## src/rtl/core/sc2a_pkg.sv

```systemverilog
// ---------------------------------------------------------------------------
// sc2a_pkg: shared types and constants of the scan code to ASCII queue
// Word formats, status codes, queue sizing and the set-1 key maps.
// ---------------------------------------------------------------------------
package sc2a_pkg;

  // Queue sizing (one slot always left empty)
  localparam int QSLOTS = 512;
  localparam int PTR_W  = $clog2(QSLOTS);

  // Opcodes
  localparam logic OP_SCAN = 1'b0;
  localparam logic OP_READ = 1'b1;

  // Result status codes
  localparam logic [2:0] ST_NONE    = 3'd0;
  localparam logic [2:0] ST_QUEUED  = 3'd1;
  localparam logic [2:0] ST_DROPPED = 3'd2;
  localparam logic [2:0] ST_READ    = 3'd3;
  localparam logic [2:0] ST_EMPTY   = 3'd4;

  // Scan codes of interest
  localparam logic [7:0] SC_PREFIX     = 8'hE0;
  localparam logic [7:0] SC_LSHIFT     = 8'h2A;
  localparam logic [7:0] SC_RSHIFT     = 8'h36;
  localparam logic [7:0] SC_LSHIFT_REL = 8'hAA;
  localparam logic [7:0] SC_RSHIFT_REL = 8'hB6;
  localparam logic [7:0] SC_CAPS       = 8'h3A;
  localparam logic [7:0] MAP_LEN       = 8'd58;
  localparam logic [6:0] CASE_OFFSET   = 7'd32;

  typedef struct packed {
    logic       opcode;
    logic [7:0] scan_byte;
  } req_word_t;

  typedef struct packed {
    logic [2:0] status;
    logic [6:0] char_code;
  } rsp_word_t;

  // Queue requests from the top level
  typedef struct packed {
    logic       push;
    logic       pop;
    logic [6:0] wr_char;
  } q_ctrl_t;

  // Queue state seen by the top level
  typedef struct packed {
    logic full;
    logic empty;
  } q_stat_t;

  // Unshifted key map
  function automatic logic [6:0] plain_map(input logic [5:0] idx);
    logic [6:0] c;
    unique case (idx)
      6'd2:  c = 7'h31;
      6'd3:  c = 7'h32;
      6'd4:  c = 7'h33;
      6'd5:  c = 7'h34;
      6'd6:  c = 7'h35;
      6'd7:  c = 7'h36;
      6'd8:  c = 7'h37;
      6'd9:  c = 7'h38;
      6'd10: c = 7'h39;
      6'd11: c = 7'h30;
      6'd12: c = 7'h2D;
      6'd13: c = 7'h3D;
      6'd14: c = 7'h08;
      6'd16: c = 7'h71;
      6'd17: c = 7'h77;
      6'd18: c = 7'h65;
      6'd19: c = 7'h72;
      6'd20: c = 7'h74;
      6'd21: c = 7'h79;
      6'd22: c = 7'h75;
      6'd23: c = 7'h69;
      6'd24: c = 7'h6F;
      6'd25: c = 7'h70;
      6'd26: c = 7'h5B;
      6'd27: c = 7'h5D;
      6'd28: c = 7'h0A;
      6'd30: c = 7'h61;
      6'd31: c = 7'h73;
      6'd32: c = 7'h64;
      6'd33: c = 7'h66;
      6'd34: c = 7'h67;
      6'd35: c = 7'h68;
      6'd36: c = 7'h6A;
      6'd37: c = 7'h6B;
      6'd38: c = 7'h6C;
      6'd39: c = 7'h3B;
      6'd40: c = 7'h27;
      6'd41: c = 7'h60;
      6'd43: c = 7'h5C;
      6'd44: c = 7'h7A;
      6'd45: c = 7'h78;
      6'd46: c = 7'h63;
      6'd47: c = 7'h76;
      6'd48: c = 7'h62;
      6'd49: c = 7'h6E;
      6'd50: c = 7'h6D;
      6'd51: c = 7'h2C;
      6'd52: c = 7'h2E;
      6'd53: c = 7'h2F;
      6'd55: c = 7'h2A;
      6'd57: c = 7'h20;
      default: c = 7'h00;
    endcase
    return c;
  endfunction

  // Shifted key map
  function automatic logic [6:0] shifted_map(input logic [5:0] idx);
    logic [6:0] c;
    unique case (idx)
      6'd1:  c = 7'h01;
      6'd2:  c = 7'h21;
      6'd3:  c = 7'h40;
      6'd4:  c = 7'h23;
      6'd5:  c = 7'h24;
      6'd6:  c = 7'h25;
      6'd7:  c = 7'h5E;
      6'd8:  c = 7'h26;
      6'd9:  c = 7'h2A;
      6'd10: c = 7'h28;
      6'd11: c = 7'h29;
      6'd12: c = 7'h5F;
      6'd13: c = 7'h2B;
      6'd14: c = 7'h08;
      6'd15: c = 7'h09;
      6'd16: c = 7'h51;
      6'd17: c = 7'h57;
      6'd18: c = 7'h45;
      6'd19: c = 7'h52;
      6'd20: c = 7'h54;
      6'd21: c = 7'h59;
      6'd22: c = 7'h55;
      6'd23: c = 7'h49;
      6'd24: c = 7'h4F;
      6'd25: c = 7'h50;
      6'd26: c = 7'h7B;
      6'd27: c = 7'h7D;
      6'd28: c = 7'h0A;
      6'd30: c = 7'h41;
      6'd31: c = 7'h53;
      6'd32: c = 7'h44;
      6'd33: c = 7'h46;
      6'd34: c = 7'h47;
      6'd35: c = 7'h48;
      6'd36: c = 7'h4A;
      6'd37: c = 7'h4B;
      6'd38: c = 7'h4C;
      6'd39: c = 7'h3A;
      6'd40: c = 7'h22;
      6'd41: c = 7'h7E;
      6'd43: c = 7'h7C;
      6'd44: c = 7'h5A;
      6'd45: c = 7'h58;
      6'd46: c = 7'h43;
      6'd47: c = 7'h56;
      6'd48: c = 7'h42;
      6'd49: c = 7'h4E;
      6'd50: c = 7'h4D;
      6'd51: c = 7'h3C;
      6'd52: c = 7'h3E;
      6'd53: c = 7'h3F;
      6'd55: c = 7'h2A;
      6'd57: c = 7'h20;
      default: c = 7'h00;
    endcase
    return c;
  endfunction

endpackage

```

## src/rtl/core/sc2a_decode.sv

```systemverilog
// ---------------------------------------------------------------------------
// sc2a_decode: set-1 scan byte decoder
// Tracks prefix, shift and caps lock, and maps a press to its character.
// ---------------------------------------------------------------------------
module sc2a_decode (
  input  logic       clk,
  input  logic       rst,
  input  logic       en,
  input  logic [7:0] scan_byte,
  output logic [6:0] char_code
);
  import sc2a_pkg::*;

  logic shift_held, shift_held_next;
  logic caps_locked, caps_locked_next;
  logic prefix_pending, prefix_pending_next;
  logic [6:0] mapped;

  // Flag updates and character lookup
  always_comb begin
    shift_held_next     = shift_held;
    caps_locked_next    = caps_locked;
    prefix_pending_next = prefix_pending;
    mapped              = 7'h00;
    char_code           = 7'h00;
    priority if (scan_byte == SC_PREFIX) begin
      prefix_pending_next = 1'b1;
    end else if (prefix_pending) begin
      prefix_pending_next = 1'b0;
    end else if (scan_byte[7]) begin
      if (scan_byte == SC_LSHIFT_REL || scan_byte == SC_RSHIFT_REL) begin
        shift_held_next = 1'b0;
      end
    end else begin
      if (scan_byte == SC_LSHIFT || scan_byte == SC_RSHIFT) begin
        shift_held_next = 1'b1;
      end
      if (scan_byte == SC_CAPS) begin
        caps_locked_next = !caps_locked;
      end
      if (scan_byte < MAP_LEN) begin
        mapped = shift_held_next ? shifted_map(scan_byte[5:0]) : plain_map(scan_byte[5:0]);
      end
      // caps lock swaps letter case
      if (caps_locked_next && mapped >= 7'h61 && mapped <= 7'h7A) begin
        char_code = mapped - CASE_OFFSET;
      end else if (caps_locked_next && mapped >= 7'h41 && mapped <= 7'h5A) begin
        char_code = mapped + CASE_OFFSET;
      end else begin
        char_code = mapped;
      end
    end
  end

  always_ff @(posedge clk) begin
    if (rst) begin
      shift_held     <= 1'b0;
      caps_locked    <= 1'b0;
      prefix_pending <= 1'b0;
    end else if (en) begin
      shift_held     <= shift_held_next;
      caps_locked    <= caps_locked_next;
      prefix_pending <= prefix_pending_next;
    end
  end

endmodule

```

## src/rtl/core/sc2a_queue.sv

```systemverilog
// ---------------------------------------------------------------------------
// sc2a_queue: character ring queue
// Synchronous store with read and write pointers; one slot kept empty.
// ---------------------------------------------------------------------------
module sc2a_queue (
  input  logic              clk,
  input  logic              rst,
  input  sc2a_pkg::q_ctrl_t ctrl,
  output sc2a_pkg::q_stat_t stat,
  output logic [6:0]        rd_char
);
  import sc2a_pkg::*;

  localparam logic [PTR_W-1:0] LAST = PTR_W'(QSLOTS - 1);

  logic [6:0]       char_store [QSLOTS];
  logic [PTR_W-1:0] read_pointer, write_pointer;
  logic [PTR_W-1:0] rd_adv, wr_adv;

  // Pointer wrap
  assign rd_adv = (read_pointer == LAST) ? '0 : read_pointer + PTR_W'(1);
  assign wr_adv = (write_pointer == LAST) ? '0 : write_pointer + PTR_W'(1);

  assign stat.full  = (wr_adv == read_pointer);
  assign stat.empty = (read_pointer == write_pointer);

  // Store: one write and one read per cycle, read data registered
  always_ff @(posedge clk) begin
    if (ctrl.push) begin
      char_store[write_pointer] <= ctrl.wr_char;
    end
    if (ctrl.pop) begin
      rd_char <= char_store[read_pointer];
    end
  end

  always_ff @(posedge clk) begin
    if (rst) begin
      read_pointer  <= '0;
      write_pointer <= '0;
    end else begin
      if (ctrl.push) begin
        write_pointer <= wr_adv;
      end
      if (ctrl.pop) begin
        read_pointer <= rd_adv;
      end
    end
  end

endmodule

```

## src/rtl/core/sc2a_out_fifo.sv

```systemverilog
// ---------------------------------------------------------------------------
// sc2a_out_fifo: two-word result buffer
// Decouples the result side so input words keep flowing under a stall.
// ---------------------------------------------------------------------------
module sc2a_out_fifo (
  input  logic                clk,
  input  logic                rst,
  input  logic                push,
  input  sc2a_pkg::rsp_word_t push_word,
  input  logic                pop,
  output logic                valid,
  output sc2a_pkg::rsp_word_t word,
  output logic [1:0]          count
);
  import sc2a_pkg::*;

  rsp_word_t slots [2];
  logic      wr_ptr, rd_ptr;

  assign valid = (count != 2'd0);
  assign word  = slots[rd_ptr];

  always_ff @(posedge clk) begin
    if (push) begin
      slots[wr_ptr] <= push_word;
    end
  end

  // Pointers and fill count
  always_ff @(posedge clk) begin
    if (rst) begin
      wr_ptr <= 1'b0;
      rd_ptr <= 1'b0;
      count  <= 2'd0;
    end else begin
      if (push) begin
        wr_ptr <= !wr_ptr;
      end
      if (pop) begin
        rd_ptr <= !rd_ptr;
      end
      unique case ({push, pop})
        2'b10:   count <= count + 2'd1;
        2'b01:   count <= count - 2'd1;
        default: count <= count;
      endcase
    end
  end

endmodule

```

## src/rtl/core/scan_code_to_ascii_queue_core.sv

```systemverilog
// ---------------------------------------------------------------------------
// scan_code_to_ascii_queue_core: keyboard scan decoder with character queue
// Decodes set-1 scan bytes into ASCII and queues them; read words pop one.
//
//   channel | direction | handshake           | word
//   req     | in        | req_valid/req_stall | opcode, scan_byte
//   rsp     | out       | rsp_valid/rsp_stall | status, char_code
//
// One word per cycle sustained while rsp_stall is low; results pass through stage 1 and the output buffer.
// The popped character is registered out of the store and joins stage 1 in the cycle after a read word is accepted.
// Two result words can be buffered, so input is held off only when both wait.
// Synchronous reset clears flags and pointers; the store is not cleared.
// ---------------------------------------------------------------------------
module scan_code_to_ascii_queue_core (
  input  logic                clk,
  input  logic                rst,
  input  logic                req_valid,
  output logic                req_stall,
  input  sc2a_pkg::req_word_t req,
  output logic                rsp_valid,
  input  logic                rsp_stall,
  output sc2a_pkg::rsp_word_t rsp
);
  import sc2a_pkg::*;

  logic       req_acc, rsp_acc;
  logic       scan_acc, read_acc;
  logic [6:0] dec_char;
  q_ctrl_t    q_ctrl;
  q_stat_t    q_stat;
  logic [6:0] rd_char;

  logic       s1_valid;
  logic       s1_pop;
  logic [2:0] s1_status;
  logic [6:0] s1_char;
  rsp_word_t  s1_word;
  logic [1:0] fifo_count;
  logic [1:0] occupancy;

  // Handshake: room for one more word unless two are held and none leaves
  assign occupancy = fifo_count + {1'b0, s1_valid};
  assign rsp_acc   = rsp_valid && !rsp_stall;
  assign req_stall = (occupancy == 2'd2) && !rsp_acc;
  assign req_acc   = req_valid && !req_stall;
  assign scan_acc  = req_acc && (req.opcode == OP_SCAN);
  assign read_acc  = req_acc && (req.opcode == OP_READ);

  sc2a_decode u_decode (
    .clk       (clk),
    .rst       (rst),
    .en        (scan_acc),
    .scan_byte (req.scan_byte),
    .char_code (dec_char)
  );

  // Queue requests
  assign q_ctrl.push    = scan_acc && (dec_char != 7'h00) && !q_stat.full;
  assign q_ctrl.pop     = read_acc && !q_stat.empty;
  assign q_ctrl.wr_char = dec_char;

  sc2a_queue u_queue (
    .clk     (clk),
    .rst     (rst),
    .ctrl    (q_ctrl),
    .stat    (q_stat),
    .rd_char (rd_char)
  );

  // Stage 1: status and character, popped character joins from the store
  always_ff @(posedge clk) begin
    if (rst) begin
      s1_valid <= 1'b0;
    end else begin
      s1_valid <= req_acc;
    end
  end

  always_ff @(posedge clk) begin
    if (req_acc) begin
      s1_pop <= q_ctrl.pop;
      if (req.opcode == OP_READ) begin
        s1_status <= q_stat.empty ? ST_EMPTY : ST_READ;
        s1_char   <= 7'h00;
      end else if (dec_char == 7'h00) begin
        s1_status <= ST_NONE;
        s1_char   <= 7'h00;
      end else begin
        s1_status <= q_stat.full ? ST_DROPPED : ST_QUEUED;
        s1_char   <= dec_char;
      end
    end
  end

  assign s1_word.status    = s1_status;
  assign s1_word.char_code = s1_pop ? rd_char : s1_char;

  sc2a_out_fifo u_out_fifo (
    .clk       (clk),
    .rst       (rst),
    .push      (s1_valid),
    .push_word (s1_word),
    .pop       (rsp_acc),
    .valid     (rsp_valid),
    .word      (rsp),
    .count     (fifo_count)
  );

`ifndef SYNTH
  // Output buffer never overflows
  a_no_overflow: assert property (@(posedge clk) disable iff (rst)
    s1_valid |-> (fifo_count != 2'd2) || rsp_acc)
    else $error("result buffer overflow");

  // No push into a full queue
  a_no_push_full: assert property (@(posedge clk) disable iff (rst)
    q_ctrl.push |-> !q_stat.full)
    else $error("push into full queue");

  // A read of a non-empty queue takes the character from the store
  a_pop_path: assert property (@(posedge clk) disable iff (rst)
    read_acc && !q_stat.empty |=> s1_valid && s1_pop && (s1_status == ST_READ))
    else $error("popped character not routed from store");
`endif

endmodule

```

## config.mk

```make
export PLATFORM = sky130hd
export DESIGN_NAME = scan_code_to_ascii_queue_core
export DESIGN_NICKNAME = d
export VERILOG_FILES = /design/src/rtl/core/sc2a_pkg.sv /design/src/rtl/core/sc2a_decode.sv /design/src/rtl/core/sc2a_queue.sv /design/src/rtl/core/sc2a_out_fifo.sv /design/src/rtl/core/scan_code_to_ascii_queue_core.sv
export SDC_FILE = /design/constraint.sdc
export NUM_CORES = 2
export LEC_CHECK = 0
export BUFFER_PORTS_ARGS = -buffer_cell sky130_fd_sc_hd__buf_2
export CAP_MARGIN = 20
export CORE_MARGIN = 4
export CORE_UTILIZATION = 55
export DETAILED_ROUTE_END_ITERATION = 7
export PLACE_DENSITY = 0.68
export SLEW_MARGIN = 20
export SYNTH_ARGS = -nofsm -noshare
export SYNTH_HDL_FRONTEND = slang
export SYNTH_MEMORY_MAX_BITS = 65536
export SYNTH_SLANG_ARGS = --single-unit
```

## constraint.sdc

```tcl
create_clock -name clk -period 28.6 [get_ports clk]
set_clock_uncertainty 0.05 [all_clocks]
set_input_delay 8.58 -clock clk [delete_from_list [all_inputs] [get_ports clk]]
set_output_delay 8.58 -clock clk [all_outputs]
set_load 0.05 [all_outputs]
```

==> run metrics <==
Routed Antenna Nets=0; PnR Total Power=10900 uW; Placement Cell Area=0.147 sq mm; worst endpoint required time=around 20000 ps; startpoint class of the critical path=primary input; Chip Width=518 um; most used cell, CP=buf_2; fraction of registers with async set/reset=0%; Non-Filler Instances=between 10000 and 15000; worst hold path type=register to register; Post-Syn Instances=between 6000 and 7000; Area growth, synth to finish=10.9%; Slew HR=roughly 22%; peak supply drop=~0.000072 V; via count=approximately 66000; outcome=completed; Synth Flop Type=edfxtp_1; CTS tree=built; vias per cell=roughly 6.6; ratio of cells with drive above 1 in the final layout=between 20% and 30%; Synth Area in Compound Gates=0.689%; H-Tree Depth=5; Clock transition at path regs=roughly 60 ps; Mapped Area=approximately 0.14 sq mm; post-DP HPWL=between 150 and 200 mm; fraction of the mapped netlist area in adder cells=less than 1%; Post-CTS Hold Buffers=0; core area=about 0.26 sq mm; FMAX=55.7 MHz; Ports=25; I/O Buffers=24; fin crit share=between 60 and 70%; post-CTS setup buffer count=0; largest net degree at the start of global routing=approximately 240; CP arrival=between 9000 and 10000 ps; full die area=0.268 sq mm; Max-Cap Viols=0; Post-synth EDFFs=3622; DRT Wirelength=329 mm; post-synth cell types=76; Final Cell Area=roughly 0.16 sq mm; clk sinks=roughly 3600; worst setup path class=primary input to output pin; Final Hold Viols=0; minimum clock period=between 15000 and 20000 ps; Inserted Clock Buffers=about 370; final RePlAce weighted congestion=0.856; fin. max-slew vios=0; PostCTS Resize Cnt=0; setup violators final=0; nets@finish=6422; CP max stage cell=buf_2; Worst Setup End Kind=output pin; Iter 0 DRT Violations=between 9000 and 10000; Pleak=0.0389 uW; first-pass detailed-route iteration total=7; simple-gate share of the synthesized area=under 10%; CP cell instances=buf_2 -> nor2b_1 -> nor3_1 -> buf_2; clock latency at the later pin of the worst-skew pair=slightly below 1000 ps; Core Rows=186; Initial Util=between 50 and 60%; largest family of logic cells by synthesized area=multiplexers; #FFs+latches synth=~3600; first-pass GRT wire length=approximately 480 mm; max incr delay on CP=around 320 ps; # DRC=0; vias in the first global route=around 66000; Power Dens Cells=just under 70 mW/mm^2; Total GRT Usage=24.6%; CP Max Fanout=3; CTS Root Cell=clkbuf_16; Ys Warns=0; WL per Instance=approximately 33 um; Worst Hold Slack=roughly 460 ps; mux contribution to synthesized area=between 10% and 20%; setup repair after global routing missed its margin=no; setup_tns=0 ps; Mean Syn Cell Area=22.8 sq um; total grt overflow=0; CTS Buffer Depth=4; initial antenna violation count=19; post-synthesis sequential area ratio=76.4%; Die Span Y=between 500 and 600 um; Post-Syn Nets=roughly 6300; Synth Area in XOR/XNOR=less than 1%; Slew @ Worst Pin=between 1000 and 1500 ps; placed instance count=9392
[where the power goes]
| part | internal, uW | switching [uW] |
|---|---|---|
| Clock | 2720 | 1950 |
| Combinational | 116 | 227 |
| Sequential | 5880 | 10.2 |
[metal layers]
layer  routed length (um)  GRT usage [%]  share of wire [%]  vias to the layer above
li1                     -              -                  -                    26800
met1               131000           36.8                 40                    35800
met2               159000           38.1                 48                     3243
met3                29400           4.60                8.9                      542
met4                 9200           6.44                2.8                        8
met5                   54              0              0.016                        -
[stage by stage]
step	utilization, %	setup WS [ps]
after floorplan	-	2870
after global placement	57.0	10620
after detailed placement	57.0	10640
after CTS	61.5	10630
after global routing	61.5	10550
final	61.5	10650
[path summary, 6_finish.rpt]
kind / from / endpoint / slack (ps) / depth (start not counted)
worst max-delay path: rsp_stall / req_stall / 10650 / 4
worst min-delay path: u_decode.caps_locked / u_decode.caps_locked / 460 / 2
worst max register to register: u_queue.read_pointer[1] / u_queue.rd_char[2] / 21690 / 9
worst min register to register: u_decode.caps_locked / u_decode.caps_locked / 460 / 2
[cell type report]
| type | count | area [sq um] |
|---|---|---|
| repair buffers | 140 | 1180 |
| fillers | 17200 | 99200 |
| well taps | 3384 | 4230 |
| flip-flops and latches | 3649 | 109000 |
| clock inverters | 194 | 1710 |
| multi-input cells | 2197 | 32200 |
| inverters | 25 | 96.3 |
| clock buffers | 458 | 9890 |
| diodes | 6 | 15.0 |
[kinds of logic after synthesis]
group           Yosys count
mux                    1232
simple gates            768
fa+ha+maj                23
flops                  3649
buf+inv                 419
compound gates          140
xor+xnor                 34
[layout by cell type (no fill, tap or decap), types with 32 or more instances in the layout]
master / n
clkbuf_1: 70
nand2_1: 61
edfxtp_1: 3622
nor2_1: 562
o21ai_0: 32
clkinv_2: 66
buf_4: 102
mux4_2: 1189
clkbuf_16: 381
clkinv_1: 79
[cell usage after synthesis, types with 23 or more instances]
| cell | instances | area [sq um] |
|---|---|---|
| a21oi_1 | 26 | 130 |
| ha_1 | 23 | 288 |
| mux4_2 | 1189 | 26800 |
| inv_1 | 24 | 90.1 |
| nor2_1 | 571 | 2140 |
| edfxtp_1 | 3622 | 109000 |
| o21ai_0 | 32 | 160 |
| nand2_1 | 61 | 229 |
| dfxtp_1 | 27 | 541 |
| mux2_2 | 26 | 293 |
| buf_2 | 61 | 305 |
| nand2b_1 | 23 | 144 |
| buf_1 | 102 | 383 |
| clkbuf_1 | 229 | 860 |
[worst max-delay path, delay by kind of cell]
family | cells | cell delay, ps
buffers and inverters | 2 | 400
and+or+nand+nor | 2 | 340
[registers in the layout, indices dropped and copies added, names as in the netlist, 2 cells and up, named ones only]
register	cells
u_queue.write_pointer	9
u_queue.read_pointer	9
u_queue.rd_char	7
s1_char	7
u_queue.char_store	3584
u_out_fifo.count	2
s1_status	3
u_out_fifo.slots	20
Note: power is estimated with default switching activity, not from simulation.
